## src/rtl/core/pwr_isqrt.sv

```systemverilog
`timescale 1ns / 1ps
`default_nettype none

// pipelined integer square root, one result bit per stage
module pwr_isqrt #(
	parameter int IN_W = 64
) (
	input  wire logic                clk,
	input  wire logic [IN_W-1:0]     din,
	output logic      [IN_W/2-1:0]   root
);

	localparam int N = IN_W / 2;

	logic [IN_W-1:0] v_q  [N];
	logic [IN_W-1:0] r_q  [N];
	logic [IN_W-1:0] v_in [N];
	logic [IN_W-1:0] r_in [N];

	assign v_in[0] = din;
	assign r_in[0] = '0;

	genvar i;
	generate
		for (i = 1; i < N; i++) begin : g_link
			assign v_in[i] = v_q[i-1];
			assign r_in[i] = r_q[i-1];
		end
		for (i = 0; i < N; i++) begin : g_stage
			localparam logic [IN_W-1:0] BIT = IN_W'(1) << (IN_W - 2 - 2 * i);
			logic [IN_W:0] sum;
			logic          ge;
			// trial subtract of the next root bit
			always_comb begin
				sum = {1'b0, r_in[i]} + {1'b0, BIT};
				ge  = {1'b0, v_in[i]} >= sum;
			end
			always_ff @(posedge clk) begin
				if (ge) begin
					v_q[i] <= IN_W'({1'b0, v_in[i]} - sum);
					r_q[i] <= (r_in[i] >> 1) + BIT;
				end else begin
					v_q[i] <= v_in[i];
					r_q[i] <= r_in[i] >> 1;
				end
			end
		end
	endgenerate

	assign root = r_q[N-1][N-1:0];

endmodule

`default_nettype wire

```

## config.mk

```make
export PLATFORM = sky130hd
export DESIGN_NAME = pwr_isqrt
export DESIGN_NICKNAME = d
export VERILOG_FILES = /design/src/rtl/core/pwr_isqrt.sv
export SDC_FILE = /design/constraint.sdc
export NUM_CORES = 2
export LEC_CHECK = 0
export BUFFER_PORTS_ARGS = -buffer_cell sky130_fd_sc_hd__buf_2
export CORE_UTILIZATION = 50
export DETAILED_ROUTE_END_ITERATION = 10
export PLACE_DENSITY = 0.77
export SETUP_SLACK_MARGIN = 0.02
export SLEW_MARGIN = 0
export SYNTH_ARGS = -nofsm -noshare
export SYNTH_HDL_FRONTEND = slang
export SYNTH_SLANG_ARGS = --single-unit
export TNS_END_PERCENT = 100
```

## constraint.sdc

```tcl
create_clock -name clk -period 10.33 [get_ports clk]
set_input_delay 1.033 -clock clk [delete_from_list [all_inputs] [get_ports clk]]
set_output_delay 1.033 -clock clk [all_outputs]
set_load 0.02 [all_outputs]
```

# Word level (Yosys, flattened, before mapping)
# Memory sizes are Yosys's and may differ from the RTL's.
# Index checks and enable logic that the tools add are counted.
word_totals:
  mem_bits_ro: 0
  word_cells: 352
  mem_count: 2
  latch_bits: 0
  output_inout_bits: 32
  reg_bits: 0
  mem_bits_rw: 4096
  in_bits: 65
memory_table:
  columns: ["memory", "words", "word_bits", "rd", "rd_clocked_by_memory_dff", "write_ports", "line_no", "text"]
  rows:
  - ["r_q", 32, 64, 32, 0, 32, "16", "logic [IN_W-1:0] r_q [N];"]
  - ["v_q", 32, 64, 31, 0, 32, "15", "logic [IN_W-1:0] v_q [N];"]
classes:
  addsub: 94
  n_mux: 160
  magnitude_cmp: 32
  eq_ne: 0
  n_shift: 0
  n_div: 0
  multipliers: 0
  n_reduce_logical: 0
  n_bitwise: 64
ops:
  columns: ["operator", "count"]
  rows:
  - ["64-bit 2-to-1 mux", 64]
  - ["64-bit by 65-bit >= comparator with 1-bit output", 31]
  - ["64-bit subtractor", 31]
  - ["1-bit 2-to-1 mux", 96]
  - ["64-bit by 1-bit adder with 65-bit output (second input constant)", 1]
  - ["64-bit by 11-bit adder with 65-bit output (second input constant)", 1]
  - ["64-bit by 13-bit adder with 65-bit output (second input constant)", 1]
  - ["64-bit by 15-bit adder with 65-bit output (second input constant)", 1]
  - ["64-bit by 17-bit adder with 65-bit output (second input constant)", 1]
  - ["64-bit by 19-bit adder with 65-bit output (second input constant)", 1]
  - ["64-bit by 21-bit adder with 65-bit output (second input constant)", 1]
  - ["64-bit by 23-bit adder with 65-bit output (second input constant)", 1]
  - ["64-bit by 25-bit adder with 65-bit output (second input constant)", 1]
  - ["64-bit by 27-bit adder with 65-bit output (second input constant)", 1]
  - ["64-bit by 29-bit adder with 65-bit output (second input constant)", 1]
  - ["64-bit by 3-bit adder with 65-bit output (second input constant)", 1]
  - ["64-bit by 31-bit adder with 65-bit output (second input constant)", 1]
  - ["64-bit by 33-bit adder with 65-bit output (second input constant)", 1]
  - ["64-bit by 35-bit adder with 65-bit output (second input constant)", 1]
  - ["64-bit by 37-bit adder with 65-bit output (second input constant)", 1]
  - ["64-bit by 39-bit adder with 65-bit output (second input constant)", 1]
  - ["64-bit by 41-bit adder with 65-bit output (second input constant)", 1]
  - ["64-bit by 43-bit adder with 65-bit output (second input constant)", 1]
  - ["64-bit by 45-bit adder with 65-bit output (second input constant)", 1]
  - ["45 further kinds", 108]

# Depth between registers and ports, before layout
# An unclocked memory read counts as a cell.
depth:
  ltp_word: 6
  ltp_mapped: 15
  ltp_nobuf: 14

# Worst setup path before layout
# No wires, ideal clock.
synth_timing:
  path_type: "flip-flop to flip-flop"
  startpoint: "memory v_q[26][47] (netlist: v_q[1][687])"
  endpoint: "memory v_q[27][27] (netlist: v_q[1][731])"
  path_stages_with_launch: 11
  path_buffers: 2
  t_arrival_ns: 3.520
  slack_ns: 6.686
  required_time_ns: 10.207
  period_less_slack_ns: 3.644
  path_cell_list: "dfxtp_1 > or4_1 > or4_1 > or3_4 > or4_4 > or4_4 > nand4b_4 > o21bai_1 > buf_2 > buf_4 > mux2_1"
synth_lines:
  columns: ["item", "line_no"]
  rows:
  - ["start, declared", "15"]

==> flow_metrics.tcl <==
set metrics [dict create \
    initial_core_util 0.5045 \
    synthCells 9519 \
    cp_cell_sequence "inv_1 -> ha_1 -> or3_1 -> o22ai_1 -> o221ai_1 -> o2111ai_1 -> a211o_1 -> o21a_1 -> buf_4 -> nor2_1 -> a31oi_1 -> nor3_1 -> xor2_1" \
    synth-seq-cells 2512 \
    synthTopCellsByArea "dfxtp_1, ha_1, xnor2_1" \
    worstPathBufferInverterCount 2 \
    grt_antenna_before_repair 15 \
    grt_pass1_vias 67900 \
    path_max_fanout 57 \
    antenna_left 0 \
    drive_gt1_frac 0.06907 \
    synth_top_family_by_area "simple AND/OR/NAND/NOR gates" \
    relSlewSlack 0.1235 \
    holdPathStages 1 \
    synth_area_leader_cell "dfxtp_1" \
    worstHoldStart "din[10]" \
    drt_iter0_drc 4975 \
    fin_area_um2 106600 \
    status "finished with violations" \
    worstPathRequired_ps 11120 \
    place_congestion 0.9301 \
    io_pins 97 \
    yosysUniqueCellTypes 87 \
    hold_buffers 0 \
    r2r_cells 13 \
    drc 14 \
    setup_viol 0 \
    dieArea_um2 191400 \
    fmax_mhz 216.2 \
    clk_pin_slew_worst_paths_ps 70 \
    place_hpwl_um 181100 \
    route.vias.total 68630 \
    timing.rr.start "r_q[1][712]" \
    drv_slew 0 \
    cts.sinks 2512 \
    chipHeight_um 437.5 \
    yosys_warnings 0 \
    port_buffers 96 \
    die_w_um 437.5 \
    netlist.area_leader.share 0.5303 \
    synth_nets 10140 \
    rows 159 \
    layout_commonest_cell "dfxtp_1" \
    worstMarginPinSlew_ps 1309 \
    wirelength_um 235800 \
    layout_common_cells "dfxtp_1, inv_1, a21oi_1" \
    postPlaceCellArea_um2 97970 \
    synthArstFlopShare 0 \
    routedWlPerCell_um 19.03 \
    post-route-util 0.5672 \
    cts_tree "yes" \
    cts-resized-gates 0 \
    seq_area_frac_synth 0.5303 \
    grt_start_max_net_pins 61 \
    setup_tns_ps 0 \
    peakVddDrop_mv 0.2298 \
    netlist_area_um2 94840 \
    htree_levels 4 \
    finalCritPeriodShare 0.4478 \
    cts_root_buf "clkbuf_16" \
    finalHoldViolations 0 \
    gr-total-overflow 0 \
    ff_latch_area_um2 50290 \
    ys_dominant_reg_cell "dfxtp_1" \
    cp-end-kind "flip-flop" \
    p_leak_uw 0.04874 \
    power.density_nw_per_um2 289.2 \
    fin_skew_ps 97.21 \
    fillers 15550 \
    slowest_stage "a31oi_1" \
    violations "design-rule violations" \
    synth_compound_area_frac 0.1157 \
    grt.total_usage 0.2400 \
    synth_area_per_cell_um2 9.963 \
    grt_pass1_wl_um 367900 \
    synth_mux_area_frac 0.01054 \
    start_kind "flip-flop" \
    synth_simple_gate_area_frac 0.1519 \
    cts_buffer_depth 3 \
    drt_first_pass_iters 9 \
    critPathTopFamily "compound AO/OA/AOI/OAI gates" \
    rsz0062_at_grt "no" \
    r2r_slack_ps 5700 \
    area_growth_pct 12.43 \
    core_area_um2 188000 \
    hold_path.class "in2reg" \
    layout_min_cycle_time_ps 4625 \
    clk_latency_ps 900 \
    synth-xor-area-share 0.08238 \
    synth_edf_count 0 \
    hold_end "v_q[0][10]" \
    critPathKind "reg2reg" \
    multi_input_area_um2 41280 \
    synthAdderAreaFrac 0.07362 \
    cap_violations 0 \
    viasPerCell 5.540 \
    post_cts_buffers 0 \
    fin_nets 10300 \
    max_stage_delay_ps 1070 \
    arrival_ps 5410 \
    rr_endpoint "v_q[1][822]" \
    cts_buffers 236 \
]
[Yosys cell counts (37+ instances only)]
| cell type | number |
|---|---|
| nand2_1 | 610 |
| a21oi_1 | 628 |
| nand2b_1 | 101 |
| nor4b_1 | 53 |
| nand3b_1 | 37 |
| ha_1 | 558 |
| a21o_1 | 247 |
| o211ai_1 | 38 |
| o21bai_1 | 55 |
| nor3_1 | 252 |
| or4_1 | 68 |
| and2_1 | 40 |
| dfxtp_1 | 2512 |
| xor2_1 | 423 |
| nor2b_1 | 73 |
| inv_1 | 698 |
| and3_1 | 48 |
| nor4_1 | 349 |
| a31oi_1 | 53 |
| nor2_1 | 620 |
| nand3_1 | 155 |
| clkbuf_1 | 169 |
| o21a_1 | 91 |
| mux2_2 | 70 |
| or3_1 | 96 |
| nand4_1 | 155 |
| o21ai_0 | 406 |
| xnor2_1 | 469 |
[through the flow]
step                      worst slack [ps]  power [uW]  cells  hold slack, ps
after floorplan                       6686       19130   9519           322.4
after global placement                5865       21410  11940           329.2
after detailed placement              5765       21580  11940           330.5
after CTS                             5748       30920  12380           155.3
after global routing                  5359       32440  12390           181.0
final                                 5705       30840  12390           216.4
[cell type report]
cell class / instances / area share
timing repair buffer: 120 / 0.006196
clock buffer: 311 / 0.06178
clock inverter: 134 / 0.01927
multi-input combinational: 6112 / 0.3871
inverter: 699 / 0.02461
antenna: 5 / 0.0001173
sequential: 2512 / 0.4716
tap: 2495 / 0.02928
[sequential cells by signal, summed over array words and instances (netlist names)]
name / count
v_q: 1984
r_q: 528
[per-layer routing]
| metal | global-route usage | up-vias | wire length [um] |
|---|---|---|---|
| li1 | - | 33430 | - |
| met1 | 0.3022 | 32760 | 100400 |
| met2 | 0.4185 | 1986 | 115400 |
| met3 | 0.03558 | 450 | 13190 |
| met4 | 0.07833 | 6 | 6750 |
| met5 | 0 | - | 47 |
[logic make-up (layout without fill, tap and decap cells)]
| family | Yosys count | count (layout) |
|---|---|---|
| xor gates and xnor gates | 892 | 892 |
| DFF | 2512 | 2512 |
| other | 0 | 5 |
| muxes | 90 | 90 |
| buffers and inverters | 895 | 1264 |
| adders and majority gates | 558 | 558 |
| AOI/OAI and AO/OA | 1783 | 1783 |
| and+or+nand+nor | 2789 | 2789 |
[how the worst max path moves through the flow]
stage | startpoint | endpoint | slack (ps) | cells past startpoint
after global routing | r_q[1][526] | v_q[1][639] | 5360 | 14
after detailed placement | v_q[1][872] | v_q[1][943] | 5760 | 12
after CTS | v_q[1][872] | v_q[1][943] | 5750 | 12
final | r_q[1][712] | v_q[1][822] | 5700 | 13
after floorplan | v_q[1][687] | v_q[1][731] | 6690 | 10
after global placement | r_q[1][712] | v_q[1][808] | 5870 | 13
[report_power, final]
group	switching (uW)	internal (uW)
Clock	3820	5480
Combinational	4290	3340
Sequential	2000	11900
(Power assumes the default switching activity.)
